[src/sv/ujse_pkg.sv]
`timescale 1ns / 1ps
// Shared types, codes and character constants for the JSON string escaper.
package ujse_pkg;

    localparam int QUEUE_DEPTH = 4;

    typedef struct packed {
        logic [7:0] in_byte;
        logic       in_last;
    } t_in_item;

    typedef struct packed {
        logic [6:0] out_char;
        logic       out_last;
    } t_out_item;

    localparam logic [2:0] K_NONE = 3'd0;
    localparam logic [2:0] K_CHAR = 3'd1;
    localparam logic [2:0] K_PAIR = 3'd2;
    localparam logic [2:0] K_U1   = 3'd3;
    localparam logic [2:0] K_U2   = 3'd4;

    typedef struct packed {
        logic        last;
        logic [1:0]  qcnt;
        logic [2:0]  kind;
        logic [6:0]  ch;
        logic [15:0] val0;
        logic [15:0] val1;
    } t_job;

    localparam logic [6:0] C_QMARK  = 7'h3F;
    localparam logic [6:0] C_BSLASH = 7'h5C;
    localparam logic [6:0] C_QUOTE  = 7'h22;
    localparam logic [6:0] C_LOW_U  = 7'h75;
    localparam logic [6:0] C_LOW_N  = 7'h6E;
    localparam logic [6:0] C_LOW_T  = 7'h74;
    localparam logic [6:0] C_LOW_R  = 7'h72;
    localparam logic [6:0] C_LOW_B  = 7'h62;
    localparam logic [6:0] C_LOW_F  = 7'h66;

    localparam logic [7:0] B_QUOTE  = 8'h22;
    localparam logic [7:0] B_BSLASH = 8'h5C;
    localparam logic [7:0] B_LF     = 8'h0A;
    localparam logic [7:0] B_TAB    = 8'h09;
    localparam logic [7:0] B_CR     = 8'h0D;
    localparam logic [7:0] B_BS     = 8'h08;
    localparam logic [7:0] B_FF     = 8'h0C;
    localparam logic [7:0] B_SPACE  = 8'h20;

    localparam logic [20:0] PLANE1_BASE = 21'h10000;
    localparam logic [15:0] SUR_HI_BASE = 16'hD800;
    localparam logic [15:0] SUR_LO_BASE = 16'hDC00;

    function automatic logic [6:0] hex_char(input logic [3:0] n);
        if (n < 4'd10) begin
            hex_char = 7'h30 + {3'b000, n};
        end else begin
            hex_char = 7'h57 + {3'b000, n};
        end
    endfunction

endpackage

[src/sv/ujse_front.sv]
`timescale 1ns / 1ps
// Front end: accepts bytes, tracks the pending UTF-8 sequence, builds escape jobs.
module ujse_front (
    input  logic               i_clk,
    input  logic               i_rst_n,
    input  logic               i_accept,
    input  ujse_pkg::t_in_item i_item,
    output logic               o_push,
    output ujse_pkg::t_job     o_job
);
    import ujse_pkg::*;

    logic [7:0]  r_pend [3];
    logic [1:0]  r_cnt, n_cnt;
    logic [2:0]  r_exp, n_exp;
    logic [7:0]  b;
    logic        last;
    logic [2:0]  f_kind;
    logic [6:0]  f_ch;
    logic [2:0]  f_len;
    logic [20:0] cp;
    logic [20:0] sv;
    logic        wr_lead, wr_cont;
    t_job        job;

    assign b    = i_item.in_byte;
    assign last = i_item.in_last;

    always_comb begin
        f_kind = K_CHAR;
        f_ch   = b[6:0];
        f_len  = 3'd0;
        if (!b[7]) begin
            unique case (b)
                B_QUOTE: begin
                    f_kind = K_PAIR;
                    f_ch   = C_QUOTE;
                end
                B_BSLASH: begin
                    f_kind = K_PAIR;
                    f_ch   = C_BSLASH;
                end
                B_LF: begin
                    f_kind = K_PAIR;
                    f_ch   = C_LOW_N;
                end
                B_TAB: begin
                    f_kind = K_PAIR;
                    f_ch   = C_LOW_T;
                end
                B_CR: begin
                    f_kind = K_PAIR;
                    f_ch   = C_LOW_R;
                end
                B_BS: begin
                    f_kind = K_PAIR;
                    f_ch   = C_LOW_B;
                end
                B_FF: begin
                    f_kind = K_PAIR;
                    f_ch   = C_LOW_F;
                end
                default: begin
                    if (b < B_SPACE) begin
                        f_kind = K_U1;
                    end
                end
            endcase
        end else begin
            f_ch = C_QMARK;
            if (b[7:5] == 3'b110) begin
                f_len = 3'd2;
            end else if (b[7:4] == 4'b1110) begin
                f_len = 3'd3;
            end else if (b[7:3] == 5'b11110) begin
                f_len = 3'd4;
            end
            if (f_len != 3'd0 && !last) begin
                f_kind = K_NONE;
            end
        end
    end

    always_comb begin
        unique case (r_exp)
            3'd2:    cp = {10'd0, r_pend[0][4:0], b[5:0]};
            3'd3:    cp = {5'd0, r_pend[0][3:0], r_pend[1][5:0], b[5:0]};
            default: cp = {r_pend[0][2:0], r_pend[1][5:0], r_pend[2][5:0], b[5:0]};
        endcase
    end

    assign sv = cp - PLANE1_BASE;

    always_comb begin
        n_cnt     = r_cnt;
        n_exp     = r_exp;
        wr_lead   = 1'b0;
        wr_cont   = 1'b0;
        job.last  = last;
        job.qcnt  = 2'd0;
        job.kind  = f_kind;
        job.ch    = f_ch;
        job.val0  = {8'h00, b};
        job.val1  = SUR_LO_BASE | {6'd0, sv[9:0]};
        if (r_cnt != 2'd0 && b[7:6] == 2'b10) begin
            job.kind = K_NONE;
            if ({1'b0, r_cnt} + 3'd1 == r_exp) begin
                n_cnt = 2'd0;
                n_exp = 3'd0;
                if (cp[20:16] != 5'd0) begin
                    job.kind = K_U2;
                    job.val0 = SUR_HI_BASE | {5'd0, sv[20:10]};
                end else begin
                    job.kind = K_U1;
                    job.val0 = cp[15:0];
                end
            end else begin
                wr_cont = 1'b1;
                n_cnt   = r_cnt + 2'd1;
                if (last) begin
                    job.qcnt = r_cnt + 2'd1;
                end
            end
        end else begin
            job.qcnt = r_cnt;
            n_cnt    = 2'd0;
            n_exp    = 3'd0;
            if (f_kind == K_NONE) begin
                wr_lead = 1'b1;
                n_cnt   = 2'd1;
                n_exp   = f_len;
            end
        end
        if (last) begin
            n_cnt = 2'd0;
            n_exp = 3'd0;
        end
    end

    assign o_job  = job;
    assign o_push = i_accept && (job.qcnt != 2'd0 || job.kind != K_NONE);

    always_ff @(posedge i_clk) begin
        if (!i_rst_n) begin
            r_cnt <= 2'd0;
            r_exp <= 3'd0;
        end else if (i_accept) begin
            r_cnt <= n_cnt;
            r_exp <= n_exp;
        end
    end

    always_ff @(posedge i_clk) begin
        if (i_accept && wr_lead) begin
            r_pend[0] <= b;
        end
        if (i_accept && wr_cont) begin
            r_pend[r_cnt] <= b;
        end
    end

endmodule

[src/sv/ujse_queue.sv]
`timescale 1ns / 1ps
// Job queue between front end and back end.
module ujse_queue #(
    parameter int DEPTH = ujse_pkg::QUEUE_DEPTH
) (
    input  logic           i_clk,
    input  logic           i_rst_n,
    input  logic           i_push,
    input  ujse_pkg::t_job i_job,
    input  logic           i_pop,
    output logic           o_full,
    output logic           o_valid,
    output ujse_pkg::t_job o_job
);
    import ujse_pkg::*;

    localparam int PW = $clog2(DEPTH);
    localparam int CW = $clog2(DEPTH + 1);

    t_job          r_mem [DEPTH];
    logic [PW-1:0] r_wp, r_rp;
    logic [CW-1:0] r_cnt;
    logic          do_push, do_pop;

    assign o_full  = (r_cnt == CW'(DEPTH));
    assign o_valid = (r_cnt != '0);
    assign o_job   = r_mem[r_rp];
    assign do_push = i_push && !o_full;
    assign do_pop  = i_pop && o_valid;

    always_ff @(posedge i_clk) begin
        if (!i_rst_n) begin
            r_wp  <= '0;
            r_rp  <= '0;
            r_cnt <= '0;
        end else begin
            if (do_push) begin
                r_wp <= (r_wp == PW'(DEPTH - 1)) ? '0 : r_wp + PW'(1);
            end
            if (do_pop) begin
                r_rp <= (r_rp == PW'(DEPTH - 1)) ? '0 : r_rp + PW'(1);
            end
            case ({do_push, do_pop})
                2'b10:   r_cnt <= r_cnt + CW'(1);
                2'b01:   r_cnt <= r_cnt - CW'(1);
                default: r_cnt <= r_cnt;
            endcase
        end
    end

    always_ff @(posedge i_clk) begin
        if (do_push) begin
            r_mem[r_wp] <= i_job;
        end
    end

endmodule

[src/sv/ujse_back.sv]
`timescale 1ns / 1ps
// Back end: expands one job into escaped characters, one item per cycle while the output is not stalled.
module ujse_back (
    input  logic                i_clk,
    input  logic                i_rst_n,
    input  logic                i_qvalid,
    input  ujse_pkg::t_job      i_job,
    output logic                o_pop,
    output logic                o_valid,
    output ujse_pkg::t_out_item o_item,
    input  logic                i_stall
);
    import ujse_pkg::*;

    logic [3:0]  r_pos;
    logic        r_valid;
    t_out_item   r_item;
    logic [3:0]  mlen, total, m, j;
    logic        second, at_end, load;
    logic [15:0] v;
    logic [6:0]  ch;

    always_comb begin
        unique case (i_job.kind)
            K_CHAR:  mlen = 4'd1;
            K_PAIR:  mlen = 4'd2;
            K_U1:    mlen = 4'd6;
            K_U2:    mlen = 4'd12;
            default: mlen = 4'd0;
        endcase
    end

    assign total  = {2'b00, i_job.qcnt} + mlen;
    assign at_end = (r_pos == total - 4'd1);
    assign m      = r_pos - {2'b00, i_job.qcnt};
    assign second = (m >= 4'd6);
    assign j      = second ? m - 4'd6 : m;
    assign v      = second ? i_job.val1 : i_job.val0;

    always_comb begin
        ch = C_QMARK;
        if (r_pos >= {2'b00, i_job.qcnt}) begin
            unique case (i_job.kind)
                K_CHAR: ch = i_job.ch;
                K_PAIR: ch = (m == 4'd0) ? C_BSLASH : i_job.ch;
                K_U1, K_U2: begin
                    unique case (j[2:0])
                        3'd0:    ch = C_BSLASH;
                        3'd1:    ch = C_LOW_U;
                        3'd2:    ch = hex_char(v[15:12]);
                        3'd3:    ch = hex_char(v[11:8]);
                        3'd4:    ch = hex_char(v[7:4]);
                        3'd5:    ch = hex_char(v[3:0]);
                        default: ch = C_QMARK;
                    endcase
                end
                default: ch = C_QMARK;
            endcase
        end
    end

    assign load    = i_qvalid && (!r_valid || !i_stall);
    assign o_pop   = load && at_end;
    assign o_valid = r_valid;
    assign o_item  = r_item;

    always_ff @(posedge i_clk) begin
        if (!i_rst_n) begin
            r_valid <= 1'b0;
            r_pos   <= 4'd0;
        end else if (load) begin
            r_valid <= 1'b1;
            r_pos   <= at_end ? 4'd0 : r_pos + 4'd1;
        end else if (!i_stall) begin
            r_valid <= 1'b0;
        end
    end

    always_ff @(posedge i_clk) begin
        if (load) begin
            r_item.out_char <= ch;
            r_item.out_last <= i_job.last && at_end;
        end
    end

endmodule

[src/sv/utf8_json_string_escaper_unit.sv]
`timescale 1ns / 1ps
// Top level of the JSON string escaper with UTF-8 to UTF-16 escape conversion.
// The first character of an item passes through the job queue and then leaves the output register.
// Throughput: one input item per cycle while the job queue has room; one character per cycle out while not stalled.
// An item expands to 0 to 12 characters; the output register's single character port sets the rate.
// Input stalls while QDEPTH jobs wait in the queue.
// Synchronous active-low reset empties the queue and output register and drops any pending sequence.
module utf8_json_string_escaper_unit #(
    parameter int QDEPTH = ujse_pkg::QUEUE_DEPTH
) (
    input  logic                i_clk,
    input  logic                i_rst_n,
    input  logic                i_valid,
    output logic                o_stall,
    input  ujse_pkg::t_in_item  i_item,
    output logic                o_valid,
    input  logic                i_stall,
    output ujse_pkg::t_out_item o_item
);
    import ujse_pkg::*;

    logic accept, push, full, qvalid, pop;
    t_job push_job, head_job;

    assign o_stall = full;
    assign accept  = i_valid && !full;

    ujse_front u_front (
        .i_clk    (i_clk),
        .i_rst_n  (i_rst_n),
        .i_accept (accept),
        .i_item   (i_item),
        .o_push   (push),
        .o_job    (push_job)
    );

    ujse_queue #(
        .DEPTH (QDEPTH)
    ) u_queue (
        .i_clk   (i_clk),
        .i_rst_n (i_rst_n),
        .i_push  (push),
        .i_job   (push_job),
        .i_pop   (pop),
        .o_full  (full),
        .o_valid (qvalid),
        .o_job   (head_job)
    );

    ujse_back u_back (
        .i_clk    (i_clk),
        .i_rst_n  (i_rst_n),
        .i_qvalid (qvalid),
        .i_job    (head_job),
        .o_pop    (pop),
        .o_valid  (o_valid),
        .o_item   (o_item),
        .i_stall  (i_stall)
    );

endmodule

[config.mk]
export PLATFORM = sky130hd
export DESIGN_NAME = utf8_json_string_escaper_unit
export DESIGN_NICKNAME = d
export VERILOG_FILES = /design/src/sv/ujse_pkg.sv /design/src/sv/ujse_front.sv /design/src/sv/ujse_queue.sv /design/src/sv/ujse_back.sv /design/src/sv/utf8_json_string_escaper_unit.sv
export SDC_FILE = /design/constraint.sdc
export NUM_CORES = 1
export LEC_CHECK = 0
export ABC_CLOCK_PERIOD_IN_PS = 4100
export BUFFER_PORTS_ARGS = -buffer_cell sky130_fd_sc_hd__buf_2
export CORE_MARGIN = 10
export CORE_UTILIZATION = 35
export CTS_CLUSTER_SIZE = 16
export DETAILED_ROUTE_END_ITERATION = 12
export SLEW_MARGIN = 20
export SYNTH_ARGS = -nofsm -noshare
export SYNTH_HDL_FRONTEND = slang
export SYNTH_SLANG_ARGS = --single-unit
[constraint.sdc]
create_clock -name i_clk -period 4.1 [get_ports i_clk]
set_input_delay 0 -clock i_clk [delete_from_list [all_inputs] [get_ports i_clk]]
set_output_delay 0 -clock i_clk [all_outputs]
set_load 0.03 [all_outputs]
# Word level (Yosys, flattened, before mapping)
# Memory sizes are Yosys's and may differ from the RTL's. A register that Yosys moved wholly into a read port is not among the register bits.
# Cells that the tools add are included.
[op_classes]
n_addsub = 20
order_cmp = 7
n_eq_ne = 31
muxes = 60
reduce_logical = 31
[op_table]
columns = ["op", "count"]
rows = [
  ["16-bit two-way mux", 4],
  ["7-bit one-hot mux with 7 select lines", 1],
  ["3-bit two-way mux", 15],
  ["7-bit two-way mux", 6],
  ["21-bit one-hot mux with 2 select lines", 1],
  ["7-bit one-hot mux with 6 select lines", 1],
  ["8-bit by 4-bit equality test with 1-bit output, second input constant", 5],
  ["6-bit by 4-bit adder with 7-bit output, first input constant", 4],
  ["7-bit by 4-bit adder with 7-bit output, first input constant", 4],
  ["2-bit two-way mux", 12],
  ["7-bit one-hot mux with 3 select lines", 1],
  ["21-bit by 17-bit subtractor with 21-bit output, second input constant", 1],
  ["3-bit by 2-bit equality test with 1-bit output, second input constant", 6],
  ["4-bit < comparator, second input constant", 4],
  ["4-bit one-hot mux with 4 select lines", 1],
  ["3-bit equality test, second input constant", 5],
  ["1-bit two-way mux", 15],
  ["1-bit logical AND", 11],
  ["3-bit nonzero test", 3],
  ["2-bit equality test, second input constant", 4],
  ["8-bit by 6-bit equality test with 1-bit output, second input constant", 1],
  ["8-bit by 7-bit equality test with 1-bit output, second input constant", 1],
  ["8-bit by 6-bit < comparator with 1-bit output, second input constant", 1],
  ["8-bit two-way mux", 1],
  ["other kinds (31)", 41],
]
[word_totals]
reg_bits = 25
ram_bits = 180
input_bits = 13
output_inout_bits = 10
word_cells = 160
memories = 2
[memory_table]
columns = ["name", "depth", "width", "rd", "rd_ports_with_merged_regs", "wr", "line", "rtl"]
rows = [
  ["u_queue.r_mem", 4, 39, 1, 1, 1, "ujse_queue.sv:20", "t_job r_mem [DEPTH];"],
  ["u_front.r_pend", 3, 8, 3, 0, 1, "ujse_front.sv:13", "logic [7:0] r_pend [3];"],
]

# Longest topological paths before layout
# Gate-level depths: netlist of the first run.
[logic_depth]
ltp_word = 16
ltp_mapped = 21
depth_no_buf = 18

# Cells and area by module
# A second synthesis of the first run with hierarchy kept.
[unflattened]
hier_cells = 763
hier_area_um2 = 11076.9
[by_module_without_submodules]
columns = ["module", "instances", "cells_per_inst", "area_each_um2", "seq_area_each_um2"]
rows = [
  ["ujse_queue", 1, 291, 7049.3, 5585.4],
  ["ujse_back", 1, 274, 2213.4, 340.3],
  ["ujse_front", 1, 197, 1800.5, 610.6],
  ["utf8_json_string_escaper_unit", 1, 1, 13.8, 0.0],
]

# Worst setup path before layout of the first run
# OpenSTA, ideal clock, no wires.
[synth_timing]
path_kind = "flip-flop to flip-flop"
from = "register (tool-made name)"
to = "register u_queue.r_cnt[2]"
setup_time_ps = 76
arrival_time_ps = 4257
t_required_ps = 4024
setup_slack_ps = -233
path_stages_with_launch = 21
path_buffers = 3
period_less_slack_ps = 4333
path_cell_list = "dfxtp_1 -> buf_6 -> buf_4 -> buf_4 -> mux4_2 -> inv_1 -> ha_1 -> inv_1 -> ha_1 -> inv_1 -> fa_1 -> xnor2_1 -> xnor2_1 -> nand4_1 -> nor2_2 -> ha_1 -> inv_1 -> fa_1 -> xor2_1 -> or3_1 -> a21boi_0"
[synth_lines]
columns = ["element", "line", "rtl"]
rows = [
  ["end signal, assigned", "ujse_queue.sv:44", "2'b10: r_cnt <= r_cnt + CW'(1);"],
  ["end signal, assigned", "ujse_queue.sv:45", "2'b01: r_cnt <= r_cnt - CW'(1);"],
  ["end signal, assigned", "ujse_queue.sv:46", "default: r_cnt <= r_cnt;"],
  ["end, declared", "ujse_queue.sv:22", "logic [CW-1:0] r_cnt;"],
]

==> results.txt, run 1 <==
The period utilization came out at a little over nine tenths. The total routed wirelength came out at 21230 um. The slowest stage of the critical path is the sky130_fd_sc_hd__mux4_2 cell. Of the total power, combinational logic draws roughly 30%. The number of library cell types mapped by synthesis came out at 95.

The remaining routing DRC violations is 0. The pre-antenna-repair detailed-routing pass consisted of 5 iterations. The final standard cell area without fillers is about 11000 um2. The number of buffer cells added on primary ports is 22. The proportion of register bits with asynchronous set or reset after synthesis came out at 0%. The placed wire-length estimate is approximately 14000 um. STA classifies the critical path endpoint as a flip-flop.

The setup path with the least slack is of type reg -> reg. The initial utilization of the core area, before any placement, comes to a little over a third. The number of DRC markers in iteration 0 is approximately 440. The register bit total from synthesis came out at 200. The net count after synthesis came out at around 730.

The clock tree skew after final layout is 0.01452 ns. The total overflow left after global routing is 0. Summing all placed instances gives a cell area of ~10000 um2.

The sequential cell fraction of total power came out at about two fifths. For this run, the total global-route usage over all layers was measured as roughly 12%. VDD sags by at most around 0.28 mV. The row count came out at 61. The per-instance average area after synthesis came out at around 14 um2. The overall via count from detail_route came out at around 6000. The slew at the pin closest to its max-slew limit is between 0.8 and 0.9 ns. The relative slew slack is between 40% and 50%. The maximum single-stage delay on the critical path is 0.58 ns. The number of sinks driven by the clock tree came out at 200.

The critical path goes through mux4_2 -> nor2b_2 -> nand2b_1 -> ha_1 -> inv_1 -> ha_1 -> inv_1 -> fa_2 -> xor2_2 -> nand4_1 -> nor2_2 -> ha_2 -> inv_1 -> fa_2 -> xor2_1 -> or3_1 -> a21boi_1. The clock transition at the registers of the reported paths came out at ~0.08 ns. The height of the chip is 186.8 um. The total of fill cells in the finished design is 2575.

The cell chosen for the clock root is sky130_fd_sc_hd__clkbuf_16. The type of the tightest min-delay check is in -> reg. The layout net count came out at approximately 780. The remaining antenna violation count came out at 0. The via count normalized by instance count came out at roughly 5.3. The synthesized cell area came out at 9743 um2. The worst path arrival time is about 4.3 ns.

The boundary pin count came out at 23. The number of buffers created by CTS is 17. Setup repair after global routing could not meet its margin everywhere.

The count of endpoints failing hold in the final timing report came out at 0. In this run the number of H-tree levels came out at 4. The number of setup violations in the final report came out at 0. In the synthesized netlist the dominant register cell turns out to be sky130_fd_sc_hd__edfxtp_1. The post-route core utilization is a little over 40%.

The peak fanout along the critical path came out at 5. The share of Yosys cell area claimed by the top area cell type came out at a little under three fifths. In this design, the largest share of critical-path delay is due to adder cells. The routability-driven placement congestion ratio is between 0.8 and 0.9. The clock share of power is 29.2%. The cell leakage power is between 3 and 4 nW. The floorplan die width is 186.8 um. The final number of max-transition violations came to 0.

The power density normalized to cell area came out at between 500 and 600 nW/um2. The region available for standard cell placement spans roughly 28000 um2. The reported net switching power is about 1.9 mW. Summing the sequential cell areas from Yosys gives between 50 and 60% of the chip area. The total power of the final layout is just under 6 mW. The smallest clock period supported by the final layout is computed as between 3 and 4 ns. Synthesis produced between 600 and 700 cells. The number of antenna violations at the first check in global routing came out at 0.

The data required time of the worst path is 4.47 ns. The biggest area contributor in the post-synthesis netlist is sky130_fd_sc_hd__edfxtp_1. The count of synthesis-stage warnings from yosys came out at 0.

The number of flops mapped to enable cells by yosys came out at between 150 and 200. The global-route wire length before repair is 33620 um. The max-capacitance violation count came out at 0.

The clock latency at the later pin of the worst-skew pair is roughly 0.44 ns. Cells with a size suffix above 1 make up 22.27% of the layout. The cell-internal power is approximately 4.0 mW. The maximum number of pins on one net before global-route repair came out at 40. The post-detailed-route wirelength per cell is 18.67 um.

The via count of the first global-routing pass came out at 5903. The area growth from synthesis to layout is 15.08%. The die area is 34910 um2. Net switching is approximately a third of the power. TritonCTS built the clock tree. The highest achievable clock rate is about 0.26 GHz.

The antenna diode count is 0. Ranked by total cell area, the synthesized netlist is headed by sky130_fd_sc_hd__edfxtp_1 56%, sky130_fd_sc_hd__mux4_2 9.0%, sky130_fd_sc_hd__dfxtp_1 3.9%. The run finished with clean final reports.

Together, buffers and inverters on the worst path number 3. Counting along the longest clock path gives a buffer depth of 2. STA classifies the critical path startpoint as a flip-flop.

The library cell appearing most often on the critical path is sky130_fd_sc_hd__inv_1.
## kinds of logic after synthesis
group / count (synthesis) / share of synthesized area, %
AOI/OAI and AO/OA: 137 / 9.927
xor gates and xnor gates: 23 / 2.068
adders and majority gates: 20 / 2.800
buffers and inverters: 60 / 2.966
DFF: 200 / 59.69
muxes: 57 / 11.04
and+or+nand+nor: 198 / 11.51
## what timing repair did
| action | CTS | global route |
|---|---|---|
| endpoints found under the hold margin | 60 | 0 |
| hold buffers | 10 | 0 |
| setup buffers | 0 | 3 |
| setup endpoints to repair | 1 | 1 |
| pin swaps | 0 | 5 |
| resized for setup | 1 | 7 |
## placed cells by master (no fill, tap or decap), drive strengths merged, types with 5 or more instances in the layout
| cell type | n |
|---|---|
| or3 | 6 |
| a21oi | 23 |
| xnor2 | 11 |
| mux2i | 14 |
| dlygate4sd3 | 10 |
| nor2b | 16 |
| nor4 | 5 |
| clkbuf | 17 |
| and2 | 10 |
| nor3b | 5 |
| ha | 17 |
| dfxtp | 19 |
| nand4 | 10 |
| nor3 | 12 |
| xor2 | 12 |
| o21a | 5 |
| o31ai | 5 |
| and3 | 9 |
| edfxtp | 181 |
| o21ai | 43 |
| buf | 55 |
| nor2 | 34 |
| nand2b | 14 |
| nand3 | 15 |
| mux4 | 39 |
| nand2 | 41 |
| a21boi | 6 |
| clkinv | 6 |
| inv | 30 |
## power groups by stage
stage	clock network, mW	registers, mW	logic, mW
final	1.72	2.43	1.74
after global routing	1.84	2.44	1.92
after CTS	1.76	2.43	1.72
after detailed placement	0	2.47	1.70
after global placement	0	2.47	1.70
after floorplan	0	2.53	1.22
## worst register-to-register path: stages, from the launching register on
cell	delay, ns
sky130_fd_sc_hd__dfxtp_4	0.39
sky130_fd_sc_hd__mux4_2	0.58
sky130_fd_sc_hd__nor2b_2	0.16
sky130_fd_sc_hd__nand2b_1	0.07
sky130_fd_sc_hd__ha_1	0.17
sky130_fd_sc_hd__inv_1	0.05
sky130_fd_sc_hd__ha_1	0.12
sky130_fd_sc_hd__inv_1	0.05
sky130_fd_sc_hd__fa_2	0.54
sky130_fd_sc_hd__xor2_2	0.16
sky130_fd_sc_hd__nand4_1	0.19
sky130_fd_sc_hd__nor2_2	0.18
sky130_fd_sc_hd__ha_2	0.20
sky130_fd_sc_hd__inv_1	0.05
sky130_fd_sc_hd__fa_2	0.33
sky130_fd_sc_hd__xor2_1	0.15
sky130_fd_sc_hd__or3_1	0.32
sky130_fd_sc_hd__a21boi_1	0.13
## layer usage
layer	GRT usage (%)	vias to the layer above	wire length, um
met5	0	-	0
met4	3.629	0	269
met3	2.405	26	1056
met2	19.67	156	10190
met1	16.28	2989	9710
li1	-	2806	-
## flip-flops by register name, summed over array words and instances (netlist names), named ones only
register / count
u_back.r_pos: 4
u_back.o_valid: 1
u_queue.r_mem: 156
u_queue.r_cnt: 3
u_queue.r_wp: 2
u_front.r_pend: 17
u_front.r_cnt: 2
u_queue.r_rp: 2
u_front.r_exp: 3
u_back.o_item: 8
## cells in the mapped netlist, drive strengths merged, types with 9 or more instances
cell,number
and2,10
xor2,12
edfxtp,181
mux4,39
buf,21
nand2b,14
nand4,10
dfxtp,19
nand3,15
nand2,41
inv,25
and3,9
o21ai,43
nor2,34
xnor2,11
mux2i,14
nor3,12
ha,17
a21oi,23
nor2b,16
clkbuf,12
## worst paths after layout
check	start	to	slack, ns	cells past startpoint
worst min register to register	u_queue.r_wp[1]	u_queue.r_wp[1]	0.50	2
worst max register to register	flip-flop	u_queue.r_cnt[2]	0.21	17
worst max-delay path	flip-flop	u_queue.r_cnt[2]	0.21	17
worst min-delay path	i_item[7]	u_front.r_exp[1]	0.03	4
## per-stage QoR
| stage | TNS, ns | std cells | worst slack (ns) | hold WS (ns) |
|---|---|---|---|---|
| final | 0 | 1137 | 0.2051 | 0.02693 |
| after detailed placement | 0 | 1092 | 0.0004379 | 0.2863 |
| after floorplan | 0 | 695 | 0.008499 | 0.09887 |
| after global placement | 0 | 1092 | 0.1019 | 0.2732 |
| after CTS | 0 | 1134 | 0.03027 | 0.007897 |
| after global routing | -0.01710 | 1137 | -0.01710 | 0.06458 |
## final cells by class
cell class	instances	area (um2)	share of cell area, %
flip-flops and latches	200	5821	51.91
clock inverters	15	191.4	1.707
clock buffers	17	425.4	3.794
well taps	378	473.0	4.218
inverters	27	101.3	0.9039
multi-input cells	435	3689	32.90
repair buffers	65	511.7	4.564
No activity file was read; power rests on OpenSTA's default activity.
==> run 2, diff against run 1 <==
--- a/config.mk
+++ b/config.mk
@@ -5,10 +5,11 @@
 export SDC_FILE = /design/constraint.sdc
 export NUM_CORES = 1
 export LEC_CHECK = 0
-export ABC_CLOCK_PERIOD_IN_PS = 4100
+export ABC_CLOCK_PERIOD_IN_PS = 4700
 export BUFFER_PORTS_ARGS = -buffer_cell sky130_fd_sc_hd__buf_2
 export CORE_MARGIN = 10
 export CORE_UTILIZATION = 35
+export CTS_BUF_LIST = sky130_fd_sc_hd__clkbuf_8
 export CTS_CLUSTER_SIZE = 16
 export DETAILED_ROUTE_END_ITERATION = 12
 export SLEW_MARGIN = 20
==> constraint.sdc (replaced) <==
create_clock -name i_clk -period 4.7 [get_ports i_clk]
set_input_delay 0 -clock i_clk [delete_from_list [all_inputs] [get_ports i_clk]]
set_output_delay 0 -clock i_clk [all_outputs]
set_load 0.03 [all_outputs]
==> results.txt, run 2 (synthesis gave the netlist of run 1 again) <==
The master of the slowest instance on the critical path is sky130_fd_sc_hd__mux4_2 (unchanged). The clock share of power was 23.0% (was 29.2%). The final sum of negative setup slack is 0 ns (unchanged). The number of buffers and inverters on the critical path came to 3 (unchanged). The via count normalized by instance count is 5.237 (was 5.257).

The net switching fraction of the power was 33.56% (was 31.78%). The top cell family by delay on the critical path was adder cells (unchanged). The cell chosen for the clock root is sky130_fd_sc_hd__clkbuf_8 (was sky130_fd_sc_hd__clkbuf_16).

The peak fanout along the critical path came out at 9 (was 5). The sequential cell fraction of total power came out at 45.8% (was 41.3%). The placed wire-length estimate is 14170 um (was 14490 um). The post-detailed-route wirelength per cell came out at 18.65 um (was 18.67 um). The proportion of layout cells with a drive suffix above 1 came out at 19.28% (was 22.27%). The clock latency at the later pin of the worst-skew pair is 0.47 ns (was 0.44 ns). The endpoint of the worst hold path is u_front.r_exp[1] (unchanged). The maximum number of pins on one net before global-route repair came out at 40 (unchanged). The height of the chip was 186.8 um (unchanged).

The area of combinational cells with multiple inputs was 3643 um2 (was 3689 um2). The number of setup violations in the final report is 0 (unchanged). The total routed wirelength came out at 20980 um (was 21230 um). The worst path arrival time came out at 4.61 ns (was 4.26 ns). The antenna diode count came out at 0 (unchanged). The number of antenna violations at the first check in global routing is 0 (unchanged).

The slew at the pin closest to its max-slew limit came out at 0.8768 ns (was 0.8728 ns). The number of DRC markers in iteration 0 came out at 362 (was 443). The clock transition at the registers of the reported paths came out at 0.10 ns (was 0.08 ns). The via count of the first global-routing pass is 5895 (was 5903). The data required time of the worst path is 5.09 ns (was 4.47 ns).

The layout-stage area growth over the synthesis result came to 10.71% (was 15.08%). The overall via count from detail_route is 5892 (was 5977). The layout net count came out at 767 (was 779). The logic gate share of total power came out at 31.2% (was 29.6%).

The leading cell type in the layout, fill and taps excluded was sky130_fd_sc_hd__edfxtp_1 (unchanged). The largest register by flop count is u_queue.r_mem (unchanged). The number of buffer cells added on primary ports is 22 (unchanged). The clock period minus worst slack is 4.214 ns (was 3.895 ns).

The total iterations of the first detailed-routing run came out at 5 (unchanged). The remaining antenna violation count is 0 (unchanged). Result of the run: finished, final reports clean (unchanged). The type of the tightest min-delay check is in -> reg (unchanged). The period utilization is 89.67% (was 95.00%). The flip-flop and latch area came to 5821 um2 (unchanged). The endpoint of the worst-slack reg-to-reg timing path is u_queue.r_cnt[2] (unchanged). The maximum single-stage delay on the critical path was 0.60 ns (was 0.58 ns). The total of fill cells in the finished design came out at 2608 (was 2575). The total routing usage reported by global routing was 11.97% (was 12.19%). Most frequent cells in the layout: 181 x sky130_fd_sc_hd__edfxtp_1, 41 x sky130_fd_sc_hd__nand2_1, 39 x sky130_fd_sc_hd__mux4_2 (unchanged).

The number of sinks driven by the clock tree came out at 200 (unchanged). The cell-internal power is 3.072 mW (was 4.013 mW). The number of levels in the clock H-tree is 4 (unchanged). Sequence of cells on the critical path: mux4_2 -> nand2b_1 -> ha_1 -> inv_1 -> ha_1 -> inv_1 -> fa_1 -> xnor2_1 -> xnor2_1 -> nand4_1 -> nor2_2 -> ha_1 -> inv_1 -> fa_1 -> xor2_1 -> or3_1 -> a21boi_0 (was mux4_2 -> nor2b_2 -> nand2b_1 -> ha_1 -> inv_1 -> ha_1 -> inv_1 -> fa_2 -> xor2_2 -> nand4_1 -> nor2_2 -> ha_2 -> inv_1 -> fa_2 -> xor2_1 -> or3_1 -> a21boi_1).

The CTS tree is yes (unchanged). The number of buffers created by CTS is 17 (unchanged). The endpoint class of the critical path is a flip-flop (unchanged). The remaining global-route overflow came to 0 (unchanged). The flip-flop count of the largest register after layout came to 156 (unchanged). The die area came out at 34910 um2 (unchanged).

The peak ir drop on the vdd network is 0.2143 mV (was 0.2834 mV). The floorplan die width came to 186.8 um (unchanged). The row count came out at 61 (unchanged). The cell area after placement is 10300 um2 (was 10430 um2). The count of cells along the worst hold path is 4 (unchanged).

The cell depth of the worst flop-to-flop path is 17 (unchanged). RSZ-0062 raised after global routing: false (was true). The reported net switching power is 1.552 mW (was 1.870 mW). The setup slack of the most critical reg-to-reg path is 0.49 ns (was 0.21 ns). The max-capacitance violation count came to 0 (unchanged). The critical hold path startpoint is i_item[8] (was i_item[7]). The category of the critical setup timing path is reg -> reg (unchanged).

The highest achievable clock rate is 0.2373 GHz (was 0.2567 GHz). The cell leakage power came out at 3.575 nW (was 3.748 nW). The initial cell density of the core is 35.26% (unchanged). The boundary pin count came out at 23 (unchanged). The maximum number of buffers from clock root to sink was 2 (unchanged).

The power density normalized to cell area came to 428.6 nW/um2 (was 524.7 nW/um2). The remaining routing DRC violations is 0 (unchanged). The area of the core came out at 27630 um2 (unchanged). The final standard cell area without fillers is 10790 um2 (was 11210 um2). The critical path startpoint category was a flip-flop (unchanged). The final number of max-transition violations came out at 0 (unchanged). The post-CTS repair timing setup buffer count came out at 0 (unchanged). The post-route core utilization was 39.04% (was 40.58%). The routability-driven placement congestion ratio is 0.8333 (was 0.8470). The global-route wire length before repair is 33350 um (was 33620 um).

The clock tree skew after final layout is 0.01732 ns (was 0.01452 ns). The count of endpoints failing hold in the final timing report is 0 (unchanged). The relative slew slack was 41.47% (was 41.73%).
run 2: cell types whose count changed in the layout (fill, tap and decap cells not counted), sizes merged:
cell and change:
bufinv -1, buf -13, inv +1, clkinvlp -4, clkinv +4, dlygate4sd3 +1
run 2: area by class of cell:
cell class,instances,area share [%]
inverters,27,0.9396
repair buffers,53,3.433
flip-flops and latches,200,53.96
multi-input cells,435,33.78
well taps,378,4.385
clock inverters,15,1.334
clock buffers,17,2.169
run 2: power by group through the flow:
stage          Sequential, mW  Clock, mW  Combinational, mW
2_1_floorplan            2.20          0               1.05
3_3_place_gp             2.16          0               1.43
3_5_place_dp             2.16          0               1.44
4_1_cts                  2.12       1.09               1.45
5_1_grt                  2.13       1.16               1.59
6_report                 2.12       1.06               1.44
run 2: worst reg2reg max path: stages (launching register included):
cell and delay, ns:
sky130_fd_sc_hd__dfxtp_4 0.44, sky130_fd_sc_hd__mux4_2 0.61, sky130_fd_sc_hd__nand2b_1 0.20, sky130_fd_sc_hd__ha_1 0.27, sky130_fd_sc_hd__inv_1 0.06, sky130_fd_sc_hd__ha_1 0.13
sky130_fd_sc_hd__inv_1 0.05, sky130_fd_sc_hd__fa_1 0.37, sky130_fd_sc_hd__xnor2_1 0.17, sky130_fd_sc_hd__xnor2_1 0.14, sky130_fd_sc_hd__nand4_1 0.20, sky130_fd_sc_hd__nor2_2 0.25
sky130_fd_sc_hd__ha_1 0.23, sky130_fd_sc_hd__inv_1 0.06, sky130_fd_sc_hd__fa_1 0.37, sky130_fd_sc_hd__xor2_1 0.15, sky130_fd_sc_hd__or3_1 0.30, sky130_fd_sc_hd__a21boi_0 0.16
run 2: repair_timing:
item,4_1_cts,5_1_grt
hold buffers,11,0
setup endpoints to repair,0,1
hold endpoints to repair,60,0
resized for setup,0,1
run 2: per-stage QoR:
step	hold slack, ns	instances	total power, mW	setup slack [ns]
floorplan	0.09887	695	3.257	0.3670
CTS	0.01625	1125	4.662	0.3734
detailed placement	0.2770	1082	3.598	0.3948
global placement	0.2728	1082	3.590	0.4339
finish	0.03728	1125	4.624	0.4856
global route	0.05746	1125	4.880	0.04761
run 2: layer usage:
layer / global-route usage, % / vias to the layer above / wire length (um)
met3: 2.088 / 18 / 822
met1: 16.61 / 2970 / 9963
met2: 19.00 / 122 / 9940
li1: - / 2782 / -
met5: 0 / - / 0
met4: 3.071 / 0 / 258
run 2: worst max path at each step:
stage	start	end	slack, ns	cells past startpoint
finish	flip-flop	u_queue.r_cnt[2]	0.49	17
CTS	flip-flop	u_queue.r_cnt[2]	0.37	17
global placement	flip-flop	u_queue.r_cnt[2]	0.43	17
global route	flip-flop	u_queue.r_cnt[2]	0.05	18
detailed placement	flip-flop	u_queue.r_cnt[2]	0.39	17
floorplan	flip-flop	u_queue.r_cnt[2]	0.37	20
==> run 3, diff against run 2 <==
--- a/config.mk
+++ b/config.mk
@@ -12,7 +12,7 @@
 export CTS_BUF_LIST = sky130_fd_sc_hd__clkbuf_8
 export CTS_CLUSTER_SIZE = 16
 export DETAILED_ROUTE_END_ITERATION = 12
-export SLEW_MARGIN = 20
+export PLACE_DENSITY_LB_ADDON = 0.08
 export SYNTH_ARGS = -nofsm -noshare
 export SYNTH_HDL_FRONTEND = slang
 export SYNTH_SLANG_ARGS = --single-unit
==> results.txt, run 3 (synthesis gave the netlist of run 1 again) <==
The layout-stage area growth over the synthesis result is 11.62% (was 10.71%). The sequential cell fraction of total power is 44.7% (was 45.8%). The clock transition at the registers of the reported paths came out at 0.11 ns (was 0.10 ns). The clock period minus worst slack was 4.385 ns (was 4.214 ns). The via count of the first global-routing pass was 6288 (was 5895). The number of antenna violations at the first check in global routing is 0 (unchanged). The period utilization came out at 93.31% (was 89.67%). The area of the core came out at 27630 um2 (unchanged). The total routing usage reported by global routing is 13.44% (was 11.97%). The floorplan die width was 186.8 um (unchanged). The critical path startpoint category is a flip-flop (unchanged). The row count is 61 (unchanged).

The count of endpoints failing hold in the final timing report came out at 0 (unchanged). The data required time of the worst path came out at 5.10 ns (was 5.09 ns). The initial cell density of the core is 35.26% (unchanged). The clock latency at the later pin of the worst-skew pair was 0.46 ns (was 0.47 ns). The number of buffer cells added on primary ports came out at 22 (unchanged). The maximum number of pins on one net before global-route repair came out at 40 (unchanged). The net switching fraction of the power came out at 34.38% (was 33.56%). The remaining antenna violation count is 0 (unchanged). The number of sinks driven by the clock tree came out at 200 (unchanged). The clock tree skew after final layout is 0.01787 ns (was 0.01732 ns).

The slew at the pin closest to its max-slew limit was 0.9085 ns (was 0.8768 ns). The highest achievable clock rate is 0.2280 GHz (was 0.2373 GHz). The total iterations of the first detailed-routing run came out at 5 (unchanged). The cell chosen for the clock root is sky130_fd_sc_hd__clkbuf_8 (unchanged).

The global-route wire length before repair is 36670 um (was 33350 um). The total routed wirelength came out at 23220 um (was 20980 um). The peak ir drop on the vdd network is 0.1546 mV (was 0.2143 mV). The final number of max-transition violations came out at 0 (unchanged). The peak fanout along the critical path is 9 (unchanged).

The maximum single-stage delay on the critical path is 0.61 ns (was 0.60 ns). The relative slew slack came out at 39.35% (was 41.47%). The CTS tree is yes (unchanged). The type of the tightest min-delay check is in -> reg (unchanged). RSZ-0062 raised after global routing: false (unchanged). The largest register by flop count was u_queue.r_mem (unchanged). The post-CTS repair timing setup buffer count is 0 (unchanged). Sequence of cells on the critical path: mux4_2 -> nand2b_1 -> ha_1 -> inv_1 -> ha_1 -> inv_1 -> fa_1 -> xnor2_1 -> xnor2_1 -> nand4_1 -> nor2_4 -> ha_1 -> inv_1 -> fa_1 -> xor2_1 -> or3_1 -> a21boi_0 (was mux4_2 -> nand2b_1 -> ha_1 -> inv_1 -> ha_1 -> inv_1 -> fa_1 -> xnor2_1 -> xnor2_1 -> nand4_1 -> nor2_2 -> ha_1 -> inv_1 -> fa_1 -> xor2_1 -> or3_1 -> a21boi_0). The maximum number of buffers from clock root to sink came out at 2 (unchanged). The total power of the final layout is 4.730 mW (was 4.624 mW).

The final sum of negative setup slack came out at 0 ns (unchanged). The flip-flop count of the largest register after layout is 156 (unchanged). The proportion of layout cells with a drive suffix above 1 came out at 19.68% (was 19.28%).

The max-capacitance violation count came to 0 (unchanged). Result of the run: finished, final reports clean (unchanged). The reported net switching power is 1.626 mW (was 1.552 mW).

The master of the slowest instance on the critical path is sky130_fd_sc_hd__mux4_2 (unchanged). The top cell family by delay on the critical path is adder cells (unchanged). The power density normalized to cell area is 434.9 nW/um2 (was 428.6 nW/um2). The category of the critical setup timing path is reg -> reg (unchanged). The cell leakage power came to 3.593 nW (was 3.575 nW). The boundary pin count is 23 (unchanged). The placed wire-length estimate came out at 15830 um (was 14170 um). The antenna diode count is 0 (unchanged). The post-detailed-route wirelength per cell was 20.64 um (was 18.65 um).

The number of standard cells in the layout, taps in and fillers out is 1125 (unchanged). The total of fill cells in the finished design came out at 2632 (was 2608). The worst path arrival time came out at 4.78 ns (was 4.61 ns). The via count normalized by instance count is 5.262 (was 5.237). The leading cell type in the layout, fill and taps excluded is sky130_fd_sc_hd__edfxtp_1 (unchanged).

Most frequent cells in the layout: 181 x sky130_fd_sc_hd__edfxtp_1, 41 x sky130_fd_sc_hd__nand2_1, 39 x sky130_fd_sc_hd__mux4_2 (unchanged). The remaining global-route overflow came out at 0 (unchanged). The clock share of power is 23.6% (was 23.0%). The endpoint class of the critical path is a flip-flop (unchanged). The number of setup violations in the final report is 0 (unchanged). The routability-driven placement congestion ratio is 0.8597 (was 0.8333). The number of levels in the clock H-tree came out at 4 (unchanged). The remaining routing DRC violations came to 0 (unchanged). The height of the chip is 186.8 um (unchanged). The die area is 34910 um2 (unchanged). The number of placed instances, taps included is 1082 (unchanged). The overall via count from detail_route came out at 5920 (was 5892). The number of DRC markers in iteration 0 is 430 (was 362).

The number of buffers and inverters on the critical path is 3 (unchanged). The logic gate share of total power is 31.6% (was 31.2%). The number of buffers created by CTS came out at 17 (unchanged).

The cell-internal power came to 3.104 mW (was 3.072 mW). The layout net count came out at 767 (unchanged).
[run 3: cell count changes in the layout (fill, tap and decap cells not counted)]
| cell | change |
|---|---|
| sky130_fd_sc_hd__clkinv_4 | +1 |
| sky130_fd_sc_hd__buf_4 | -4 |
| sky130_fd_sc_hd__inv_8 | +1 |
| sky130_fd_sc_hd__inv_6 | +1 |
| sky130_fd_sc_hd__clkinv_8 | +1 |
| sky130_fd_sc_hd__clkinv_2 | -3 |
| sky130_fd_sc_hd__clkinvlp_4 | +2 |
| sky130_fd_sc_hd__nor2_4 | +1 |
| sky130_fd_sc_hd__nor2_2 | -1 |
| sky130_fd_sc_hd__clkinv_1 | -3 |
| sky130_fd_sc_hd__buf_12 | +4 |
[run 3: power by group through the flow]
| stage | clock [mW] | sequential [mW] | combinational, mW |
|---|---|---|---|
| after detailed placement | 0 | 2.16 | 1.49 |
| after CTS | 1.16 | 2.12 | 1.50 |
| after global placement | 0 | 2.15 | 1.47 |
| after floorplan | 0 | 2.20 | 1.05 |
| final | 1.12 | 2.12 | 1.50 |
| after global routing | 1.24 | 2.13 | 1.64 |
[run 3: final cells by class]
class                           instances  area, um2  share of cell area [%]
Timing Repair Buffer                   53      420.4                   3.866
Sequential cell                       200       5821                   53.52
Clock buffer                           17      234.0                   2.151
Clock inverter                         15      177.7                   1.634
Tap cell                              378      473.0                   4.349
Inverter                               27      101.3                  0.9319
Multi-Input combinational cell        435       3649                   33.55
[run 3: routing by layer]
layer	track usage (%)	vias to the layer above	wire, um
li1	-	2785	-
met1	18.41	3003	11150
met2	21.64	114	11060
met3	2.144	18	710
met4	3.753	0	301
met5	0	-	0
[run 3: worst paths after layout]
path	from	end	slack, ns	depth (start not counted)
hold / removal	i_item[8]	u_front.r_exp[1]	0.07	4
hold reg to reg	u_queue.r_wp[1]	u_queue.r_wp[1]	0.51	2
setup / recovery	flip-flop	u_queue.r_cnt[2]	0.31	17
setup reg to reg	flip-flop	u_queue.r_cnt[2]	0.31	17
[run 3: timing repair]
action	in CTS	in global routing
hold buffers	11	0
gates resized for setup	0	2
endpoints found under the setup margin	0	1
endpoints found under the hold margin	60	0
[run 3: through the flow]
stage / cell area (um2) / utilization (%) / hold slack (ns) / worst slack, ns
2_1_floorplan: 9743 / - / 0.09887 / 0.3670
3_3_place_gp: 10350 / 37.45 / 0.2726 / 0.3871
3_5_place_dp: 10350 / 37.45 / 0.2866 / 0.2055
4_1_cts: 10870 / 39.34 / 0.01848 / 0.1884
5_1_grt: 10880 / 39.36 / 0.05113 / 0.07930
6_report: 10880 / 39.36 / 0.07112 / 0.3145
[run 3: worst reg2reg max path: cells and delay by family (launching register included)]
kind | cells | cell delay (ns)
adders and majority gates | 5 | 1.43
AOI/OAI and AO/OA | 1 | 0.17
buffers and inverters | 3 | 0.18
DFF | 1 | 0.44
muxes | 1 | 0.61
xor gates and xnor gates | 3 | 0.48
and+or+nand+nor | 4 | 1.02
